## src/rtl/pqmq_pkg.sv

```systemverilog
// Package for the priority quantum multi-queue scheduler.
// Holds request and result types, status codes, sequencer states and defaults.
// No dependencies.
`default_nettype none
package pqmq_pkg;

    localparam int DEF_NUM_QUEUES  = 4;
    localparam int DEF_QUEUE_DEPTH = 16;

    localparam logic [1:0] REG_QUEUES_IN_USE = 2'd0;
    localparam logic [1:0] REG_QUANTUM       = 2'd1;

    localparam logic [2:0] ST_ADDED     = 3'd0;
    localparam logic [2:0] ST_DROPPED   = 3'd1;
    localparam logic [2:0] ST_IDLE_TICK = 3'd2;
    localparam logic [2:0] ST_REQUEUED  = 3'd3;
    localparam logic [2:0] ST_COMPLETED = 3'd4;

    localparam logic KIND_ADD  = 1'b0;
    localparam logic KIND_TICK = 1'b1;

    typedef struct packed {
        logic        kind;
        logic [15:0] request_id;
        logic [7:0]  priority_req;
        logic [15:0] svc_time;
    } t_in;

    typedef struct packed {
        logic [2:0]  status;
        logic [15:0] out_request_id;
        logic [1:0]  queue_index;
    } t_out;

    typedef struct packed {
        logic [15:0] id;
        logic [7:0]  prio;
        logic [15:0] service;
        logic [15:0] spent;
    } t_entry;

    typedef enum logic [2:0] {
        S_IDLE,
        S_MIN_SCAN,
        S_PUSH,
        S_PRIO_SCAN,
        S_POP_RD,
        S_POP
    } t_state;

endpackage
`default_nettype wire

```

## src/rtl/pqmq_ram.sv

```systemverilog
// Generic single-write, single-read RAM with registered read data.
// No dependencies.
`default_nettype none
module pqmq_ram #(
    parameter int WIDTH = 8,
    parameter int DEPTH = 16
) (
    input  wire logic                     i_clk,
    input  wire logic                     i_we,
    input  wire logic [$clog2(DEPTH)-1:0] i_waddr,
    input  wire logic [WIDTH-1:0]         i_wdata,
    input  wire logic [$clog2(DEPTH)-1:0] i_raddr,
    output logic      [WIDTH-1:0]         o_rdata
);
    logic [WIDTH-1:0] r_mem [DEPTH];

    always_ff @(posedge i_clk) begin
        if (i_we) begin
            r_mem[i_waddr] <= i_wdata;
        end
        o_rdata <= r_mem[i_raddr];
    end
endmodule
`default_nettype wire

```

## src/rtl/priority_quantum_multi_queue_scheduler.sv

```systemverilog
// Top level of the priority quantum multi-queue scheduler.
// Depends on pqmq_pkg and pqmq_ram.
`default_nettype none
// Usage:
// A request is accepted when start is high and busy is low. An add request
// places a new entry at the tail of the shortest active queue; a tick request
// serves the head with the highest priority, adds one quantum to its spent
// time and either completes it or moves it to the shortest active queue.
// Exactly one result follows each request, shown for one cycle with
// o_res_valid; the receiver cannot stall, so the result must be taken then.
// Job length is set by one queue scan per cycle over the count registers and
// by the single read port of the entry memory, which returns head entries in
// the cycle after their address.
// busy is high during the whole job, so one request is in flight at a time;
// the next may be accepted in the cycle its result is shown.
// Configuration writes go through i_cfg_valid/o_cfg_ready, which is always
// ready; write only while the block is idle. Reset clears all pointers and
// counts and restores four active queues and a quantum of one; the entry
// memory needs no clearing since entries of empty queues are never used.
module priority_quantum_multi_queue_scheduler
    import pqmq_pkg::*;
#(
    parameter int NUM_QUEUES  = DEF_NUM_QUEUES,
    parameter int QUEUE_DEPTH = DEF_QUEUE_DEPTH
) (
    input  wire logic        i_clk,
    input  wire logic        i_rst_n,
    input  wire logic        start,
    output logic             busy,
    input  wire t_in         i_req,
    output logic             o_res_valid,
    output t_out             o_res,
    input  wire logic        i_cfg_valid,
    output logic             o_cfg_ready,
    input  wire logic [1:0]  i_cfg_index,
    input  wire logic [15:0] i_cfg_data
);
    localparam int QW   = (NUM_QUEUES > 1) ? $clog2(NUM_QUEUES) : 1;
    localparam int NW   = $clog2(NUM_QUEUES + 1);
    localparam int PW   = $clog2(QUEUE_DEPTH);
    localparam int CW   = $clog2(QUEUE_DEPTH + 1);
    localparam int SLOTS = NUM_QUEUES * QUEUE_DEPTH;
    localparam int AW   = $clog2(SLOTS);
    localparam int EW   = $bits(t_entry);
    localparam int KW   = (NW > 3) ? NW : 3;

    // Configuration registers.
    logic [2:0]  r_queues_in_use;
    logic [15:0] r_quantum;

    // Queue bookkeeping.
    logic [PW-1:0] r_head [NUM_QUEUES];
    logic [PW-1:0] r_tail [NUM_QUEUES];
    logic [CW-1:0] r_cnt  [NUM_QUEUES];

    // Sequencer state.
    t_state        r_state, n_state;
    logic [NW-1:0] r_q, n_q;
    logic [QW-1:0] r_best, n_best;
    logic [CW-1:0] r_best_cnt, n_best_cnt;
    logic [7:0]    r_best_prio, n_best_prio;
    logic          r_found, n_found;
    logic          r_cmp_vld, n_cmp_vld;
    logic [QW-1:0] r_cmp_q, n_cmp_q;
    logic          r_is_tick, n_is_tick;
    t_entry        r_entry, n_entry;
    logic          r_out_vld, n_out_vld;
    t_out          r_out, n_out;

    logic          s_push, s_pop;
    logic [NW-1:0] s_active;
    logic [KW-1:0] s_cfg_wide;
    logic [QW-1:0] s_scan_idx;
    logic [QW-1:0] s_rd_q;
    logic [AW-1:0] s_raddr, s_waddr;
    t_entry        s_rdata;
    logic [16:0]   s_sum;
    logic [QW+1:0] s_best_wide;

    // Clamp the active queue count into one through NUM_QUEUES.
    always_comb begin
        s_cfg_wide = KW'(r_queues_in_use);
        if (r_queues_in_use == 3'd0) begin
            s_active = NW'(1);
        end else if (s_cfg_wide > KW'(NUM_QUEUES)) begin
            s_active = NW'(NUM_QUEUES);
        end else begin
            s_active = NW'(r_queues_in_use);
        end
    end

    assign s_scan_idx  = r_q[QW-1:0];
    assign s_rd_q      = (r_state == S_POP_RD) ? r_best : s_scan_idx;
    assign s_raddr     = AW'(s_rd_q * QUEUE_DEPTH) + AW'(r_head[s_rd_q]);
    assign s_waddr     = AW'(r_best * QUEUE_DEPTH) + AW'(r_tail[r_best]);
    assign s_sum       = {1'b0, s_rdata.spent} + {1'b0, r_quantum};
    assign s_best_wide = {2'b00, r_best};

    pqmq_ram #(
        .WIDTH (EW),
        .DEPTH (SLOTS)
    ) u_store (
        .i_clk   (i_clk),
        .i_we    (s_push),
        .i_waddr (s_waddr),
        .i_wdata (r_entry),
        .i_raddr (s_raddr),
        .o_rdata (s_rdata)
    );

    always_comb begin
        n_state     = r_state;
        n_q         = r_q;
        n_best      = r_best;
        n_best_cnt  = r_best_cnt;
        n_best_prio = r_best_prio;
        n_found     = r_found;
        n_cmp_vld   = r_cmp_vld;
        n_cmp_q     = r_cmp_q;
        n_is_tick   = r_is_tick;
        n_entry     = r_entry;
        n_out_vld   = 1'b0;
        n_out       = r_out;
        s_push      = 1'b0;
        s_pop       = 1'b0;
        unique case (r_state)
            S_IDLE: begin
                if (start) begin
                    n_q       = '0;
                    n_found   = 1'b0;
                    n_cmp_vld = 1'b0;
                    n_is_tick = (i_req.kind == KIND_TICK);
                    n_entry   = '{id: i_req.request_id, prio: i_req.priority_req,
                                  service: i_req.svc_time, spent: 16'd0};
                    n_state   = (i_req.kind == KIND_TICK) ? S_PRIO_SCAN : S_MIN_SCAN;
                end
            end
            S_MIN_SCAN: begin
                // One queue count per cycle; strict less-than keeps the lowest index.
                if (r_q == '0 || r_cnt[s_scan_idx] < r_best_cnt) begin
                    n_best     = s_scan_idx;
                    n_best_cnt = r_cnt[s_scan_idx];
                end
                if (r_q == s_active - NW'(1)) begin
                    n_state = S_PUSH;
                end else begin
                    n_q = r_q + NW'(1);
                end
            end
            S_PUSH: begin
                n_out_vld = 1'b1;
                n_state   = S_IDLE;
                if (!r_is_tick && r_best_cnt >= CW'(QUEUE_DEPTH)) begin
                    n_out = '{status: ST_DROPPED, out_request_id: r_entry.id,
                              queue_index: 2'd0};
                end else begin
                    s_push = 1'b1;
                    n_out  = '{status: r_is_tick ? ST_REQUEUED : ST_ADDED,
                               out_request_id: r_entry.id,
                               queue_index: s_best_wide[1:0]};
                end
            end
            S_PRIO_SCAN: begin
                // Head reads are issued one queue ahead of the compare.
                if (r_cmp_vld && r_cnt[r_cmp_q] != '0 &&
                    (!r_found || s_rdata.prio > r_best_prio)) begin
                    n_found     = 1'b1;
                    n_best      = r_cmp_q;
                    n_best_prio = s_rdata.prio;
                end
                if (r_q < s_active) begin
                    n_cmp_vld = 1'b1;
                    n_cmp_q   = s_scan_idx;
                    n_q       = r_q + NW'(1);
                end else begin
                    n_cmp_vld = 1'b0;
                    if (!r_cmp_vld) begin
                        if (r_found) begin
                            n_state = S_POP_RD;
                        end else begin
                            n_out_vld = 1'b1;
                            n_out     = '{status: ST_IDLE_TICK, out_request_id: 16'd0,
                                          queue_index: 2'd0};
                            n_state   = S_IDLE;
                        end
                    end
                end
            end
            S_POP_RD: begin
                n_state = S_POP;
            end
            S_POP: begin
                s_pop = 1'b1;
                if (s_sum >= {1'b0, s_rdata.service}) begin
                    n_out_vld = 1'b1;
                    n_out     = '{status: ST_COMPLETED, out_request_id: s_rdata.id,
                                  queue_index: s_best_wide[1:0]};
                    n_state   = S_IDLE;
                end else begin
                    n_entry       = s_rdata;
                    n_entry.spent = s_sum[15:0];
                    n_q           = '0;
                    n_state       = S_MIN_SCAN;
                end
            end
            default: begin
                n_state = S_IDLE;
            end
        endcase
    end

    always_ff @(posedge i_clk) begin
        if (!i_rst_n) begin
            r_state         <= S_IDLE;
            r_out_vld       <= 1'b0;
            r_queues_in_use <= 3'd4;
            r_quantum       <= 16'd1;
            for (int i = 0; i < NUM_QUEUES; i++) begin
                r_head[i] <= '0;
                r_tail[i] <= '0;
                r_cnt[i]  <= '0;
            end
        end else begin
            r_state   <= n_state;
            r_out_vld <= n_out_vld;
            if (i_cfg_valid && i_cfg_index == REG_QUEUES_IN_USE) begin
                r_queues_in_use <= i_cfg_data[2:0];
            end
            if (i_cfg_valid && i_cfg_index == REG_QUANTUM) begin
                r_quantum <= i_cfg_data;
            end
            if (s_push) begin
                r_tail[r_best] <= (r_tail[r_best] == PW'(QUEUE_DEPTH - 1)) ?
                                  '0 : r_tail[r_best] + PW'(1);
                r_cnt[r_best]  <= r_cnt[r_best] + CW'(1);
            end
            if (s_pop) begin
                r_head[r_best] <= (r_head[r_best] == PW'(QUEUE_DEPTH - 1)) ?
                                  '0 : r_head[r_best] + PW'(1);
                r_cnt[r_best]  <= r_cnt[r_best] - CW'(1);
            end
        end
    end

    always_ff @(posedge i_clk) begin
        r_q         <= n_q;
        r_best      <= n_best;
        r_best_cnt  <= n_best_cnt;
        r_best_prio <= n_best_prio;
        r_found     <= n_found;
        r_cmp_vld   <= n_cmp_vld;
        r_cmp_q     <= n_cmp_q;
        r_is_tick   <= n_is_tick;
        r_entry     <= n_entry;
        r_out       <= n_out;
    end

    assign busy        = (r_state != S_IDLE);
    assign o_res_valid = r_out_vld;
    assign o_res       = r_out;
    assign o_cfg_ready = 1'b1;

`ifndef SYNTHESIS
    a_start_busy: assert property (@(posedge i_clk) disable iff (!i_rst_n)
        start && !busy |=> busy) else $error("request accepted but block not busy");
    a_res_single: assert property (@(posedge i_clk) disable iff (!i_rst_n)
        o_res_valid |=> !o_res_valid) else $error("result shown twice in a row");
    a_res_after_busy: assert property (@(posedge i_clk) disable iff (!i_rst_n)
        o_res_valid |-> !busy) else $error("result shown while job still running");
    a_no_push_pop: assert property (@(posedge i_clk) disable iff (!i_rst_n)
        !(s_push && s_pop)) else $error("push and pop in the same cycle");
    a_push_room: assert property (@(posedge i_clk) disable iff (!i_rst_n)
        s_push |-> r_cnt[r_best] < CW'(QUEUE_DEPTH)) else $error("push into full queue");
`endif
endmodule
`default_nettype wire
```

## config.mk

```make
export PLATFORM = sky130hd
export DESIGN_NAME = priority_quantum_multi_queue_scheduler
export DESIGN_NICKNAME = d
export VERILOG_FILES = /design/src/rtl/pqmq_pkg.sv /design/src/rtl/pqmq_ram.sv /design/src/rtl/priority_quantum_multi_queue_scheduler.sv
export SDC_FILE = /design/constraint.sdc
export NUM_CORES = 2
export LEC_CHECK = 0
export ABC_CLOCK_PERIOD_IN_PS = 5600
export BUFFER_PORTS_ARGS = -buffer_cell sky130_fd_sc_hd__buf_4
export CAP_MARGIN = 20
export CELL_PAD_IN_SITES_DETAIL_PLACEMENT = 1
export CELL_PAD_IN_SITES_GLOBAL_PLACEMENT = 1
export CORE_ASPECT_RATIO = 0.6
export CORE_MARGIN = 1
export CORE_UTILIZATION = 53
export CTS_CLUSTER_SIZE = 20
export DETAILED_ROUTE_END_ITERATION = 16
export PLACE_DENSITY_LB_ADDON = 0.1
export SYNTH_ARGS = -nofsm -noshare
export SYNTH_HDL_FRONTEND = slang
export SYNTH_SLANG_ARGS = --single-unit
```

## constraint.sdc

```tcl
create_clock -name i_clk -period 5.6 [get_ports i_clk]
set_input_delay 1.4 -clock i_clk [delete_from_list [all_inputs] [get_ports i_clk]]
set_output_delay 1.4 -clock i_clk [all_outputs]
set_load 0.005 [all_outputs]
```

==> key figures <==
Finish
  – Area grow syn2layout: 12.7%
  – Non-Filler Instances: ~16,000
  – Multi-input gate area: around 34,000 sq um
  – Fillers: approximately 27,000
  – Share of post-route cells with drive strength above 1: under 10%
  – Core Util, Final: about 60%
  – Area occupied by registers: about 110,000 sq um
  – Final nets: about 12,000

Floorplanning
  – Row count: 151
  – Die Wd: about 690 um
  – Starting density of the core: 53.3%
  – Total core area: about 280,000 sq um
  – Top Ports: 87
  – Die height: between 400 and 500 um
  – Full die area: approximately 290,000 sq um

Clock network
  – Root Driver: clkbuf_16
  – Max clock buf depth: 4
  – H-Tree Depth: 5
  – Worst-Skew Late Latency: ~0.95 ns
  – PostCTS Resize Cnt: 0
  – Hold-fix buffers at CTS: 0
  – Inserted Clock Buffers: between 300 and 400
  – CTS Sinks: 3,821
  – Post-CTS Setup Inserts: 0
  – TritonCTS clock tree: yes
  – Reg clk slew, reported paths: around 0.070 ns

Placed design
  – # port buffers: 85
  – HPWL after DPL: approximately 320,000 um
  – Final weighted congestion in routability-driven placement: 0.892
  – Placed Cells: ~15,000

Drt
  – Drt wl/cell: about 38 um
  – # DRC: 0
  – DRT iter0 DRCs: 17,800
  – Antenna viol nets, final: 0
  – TritonRoute pass-1 iters: 6
  – Via count: between 100k and 150k
  – Vias/cell: between 6 and 7
  – Drt total wl: a little under 600,000 um

Timing
  – Unrepaired setup endpoints after global routing: no
  – Setup-failing EPs final: 0
  – Fmax: approximately 190 MHz
  – Clk_skew: 0.0671 ns
  – Final min period: around 5.2 ns
  – Worst slew margin: ~17%
  – Number of failing hold endpoints at the final stage: 0
  – Fin crit share: roughly 93%
  – Worst Max-Slew Pin Slew: between 1 and 1.5 ns
  – Final Max Slew Viols: 0

Logic synthesis
  – Main combinational cell family by area after synthesis: simple AND/OR/NAND/NOR gates
  – Sequential area share after synthesis: around three quarters
  – Most numerous cell in the Yosys netlist: edfxtp_1
  – Syn Nets: about 11,000
  – Mapped Avg Cell Area: between 10 and 15 sq um
  – Synth async-reset ratio: 0%
  – Cell Area, Synth: 151,000 sq um
  – Synth Area in Compound Gates: roughly 4.3%
  – Top_reg_cell synth: edfxtp_1
  – Post-Synth Simple-Gate Area: between 15 and 20%
  – Top cells by area, synth: edfxtp_1, nand2_1, nand3_1
  – Cell taking the most area after synthesis: edfxtp_1
  – Post-synth top area share: between 70% and 80%
  – Synth Area in XOR/XNOR: less than 1%
  – Post-synthesis adder-cell area fraction: less than 1%
  – Post-synth EDFFs: 3,736
  – Post-synth cell types: 67
  – Proportion of synthesized area in mux cells: between 1.5 and 2%
  – Cell count after synthesis: 11,400
  – Most frequent cells after synthesis: edfxtp_1, nand2_1, nand3_1
  – Yosys reg bits: between 3,000 and 4,000
  – Synth warn: 0

Min path
  – Hold Path End: r_quantum[5]$_SDFFE_PN0P_
  – Hold path startpoint: r_quantum[5]$_SDFFE_PN0P_
  – Min-delay worst type: register to register
  – WHS Path Cells: 2

Power and ir drop
  – Leak: between 50 and 60 nW
  – PwrDens: 508 nW/um^2
  – Peak VDD IR: roughly 0.47 mV
  – Final Power: ~86 mW

Critical path
  – Reg-to-Reg End: u_store.o_rdata[9]$_DFF_P_
  – Worst Reg-to-Reg Cells: 12
  – Critical path class: register to register
  – Worst Path Required: 6.47 ns
  – Critical Path AT: around 6 ns
  – Crit-path cells: or3b_1, mux2i_1, mux2_8, buf_12, buf_4, buf_4, nand2_1, nand3_1, a21oi_1, or4_1, nor4_2, buf_6
  – Maximum net fanout on the critical path: 43
  – Worst reg2reg setup slack: roughly 0.39 ns
  – Worst R2R Start: r_state[0]$_SDFFE_PN0P_
  – Max stage delay on crit path: just under 0.8 ns
  – Setup crit end kind: register
  – Buf/Inv on CP: 4
  – CP delay by family, top: simple AND/OR/NAND/NOR gates
  – Most common cell type on the critical path: buf_4
  – Crit start category: register
  – Slowest cell on crit path: mux2i_1

GRT
  – Overall routing resource usage: around two fifths
  – Met3 Use GR: a little over a tenth
  – Antenna violations before repair: 36
  – Most Used Layer, Global Route: met2
  – Global routing usage on met2: around 58%
  – Largest net degree at the start of global routing: around 150
  – Vias in the first global route: 104,000
  – Grt met1 use: between 50% and 60%
  – GR Overflow Total: 0
  – First-pass GRT wire length: a little over 800,000 um

Status
  – Outcome: finished, final reports clean

Flow run
  – Max_cap viols: 0
==> routing by layer <==
layer / share of wire, % / up-vias
met2: 42 / 7869
met3: 14 / 1662
met5: 0.030 / -
li1: - / 42000
met1: 38 / 54500
met4: 6.1 / 26
==> registers in the layout, indices dropped and copies added, names as in the netlist, named ones only <==
signal / count
r_entry: 56
u_store.o_rdata: 56
r_quantum: 16
r_queues_in_use: 3
r_best_cnt: 5
r_tail: 16
o_res_valid: 1
r_cmp_vld: 1
r_best_prio: 8
r_best: 2
r_cmp_q: 2
u_store.r_mem: 3584
o_res: 21
r_found: 1
r_cnt: 20
r_q: 3
r_state: 3
r_is_tick: 1
r_head: 16
==> cell usage in the layout, fill, tap and decap left out, types with 14 or more instances in the layout <==
master / count
bufinv_16: 18
buf_12: 135
a21boi_0: 18
a32o_1: 42
a21oi_1: 222
a32oi_1: 90
a221oi_1: 25
edfxtp_1: 3736
and4_1: 14
xnor2_1: 16
and3_1: 42
a311oi_1: 17
mux4_2: 18
mux2i_1: 235
o211ai_1: 31
nand2_1: 3453
o22ai_1: 24
clkinv_1: 59
a31oi_1: 244
buf_4: 414
or4_1: 14
inv_1: 63
diode_2: 16
o2111ai_1: 37
nand3_1: 1562
ha_1: 55
clkbuf_16: 361
nor4_1: 33
nand4_1: 22
nor2_1: 118
clkinv_2: 52
nor2_4: 77
nor3_1: 15
a21o_1: 65
and2_1: 21
dfxtp_1: 85
clkbuf_8: 21
o21ai_0: 88
clkbuf_1: 102
==> worst register-to-register path: cells and delay by family, from the launching register on <==
kind	cells	cell delay, ns
AND/OR/NAND/NOR	5	1.93
AO/OA/AOI/OAI	1	0.08
buffers and inverters	4	1.06
flip-flops	1	0.56
multiplexers	2	1.52
==> where the power goes <==
group          switching (mW)  total [mW]  internal, mW
combinational            20.7        28.1          7.40
clock                    10.8        23.8          12.9
sequential              0.793        34.3          33.5
total                    32.3        86.2          53.9
==> logic make-up (layout without fill, tap and decap cells) <==
family,count (synthesis),in the layout
flip-flops,3821,3821
buffers and inverters,776,1242
AO/OA/AOI/OAI,972,972
multiplexers,270,270
XOR/XNOR,21,21
adder cells (fa/ha/maj),57,57
other,1,17
AND/OR/NAND/NOR,5440,5440
==> per-stage QoR <==
step	setup TNS (ns)	hold slack, ns	area (sq um)	setup slack (ns)
global placement	-1.31	0.470	159000	-0.914
finish	0	0.500	170000	0.386
CTS	0	0.496	170000	0.448
floorplan	0	0.408	151000	0.440
detailed placement	0	0.481	159000	0.488
global route	0	0.508	170000	0.203
==> final cells by class <==
cell class              count  area share, %
flip-flops and latches   3821           67.1
multi-input cells        6761           20.2
clock buffers             484           5.72
repair buffers            551           3.45
well taps                3748           2.76
clock inverters           142          0.677
inverters                  65          0.144
diodes                     16         0.0236
==> how the worst max path moves through the flow <==
stage	cells after the start	from	end	slack (ns)
after floorplan	7	register	u_store.r_mem[48][0]$_DFFE_PP_	0.44
after global placement	11	r_state[2]$_SDFFE_PN0P_	u_store.o_rdata[9]$_DFF_P_	-0.91
after detailed placement	12	r_state[2]$_SDFFE_PN0P_	u_store.o_rdata[9]$_DFF_P_	0.49
after CTS	12	r_state[0]$_SDFFE_PN0P_	u_store.o_rdata[9]$_DFF_P_	0.45
after global routing	12	r_state[0]$_SDFFE_PN0P_	u_store.o_rdata[9]$_DFF_P_	0.20
final	12	r_state[0]$_SDFFE_PN0P_	u_store.o_rdata[9]$_DFF_P_	0.39
Note: power is estimated with default switching activity, not from simulation.
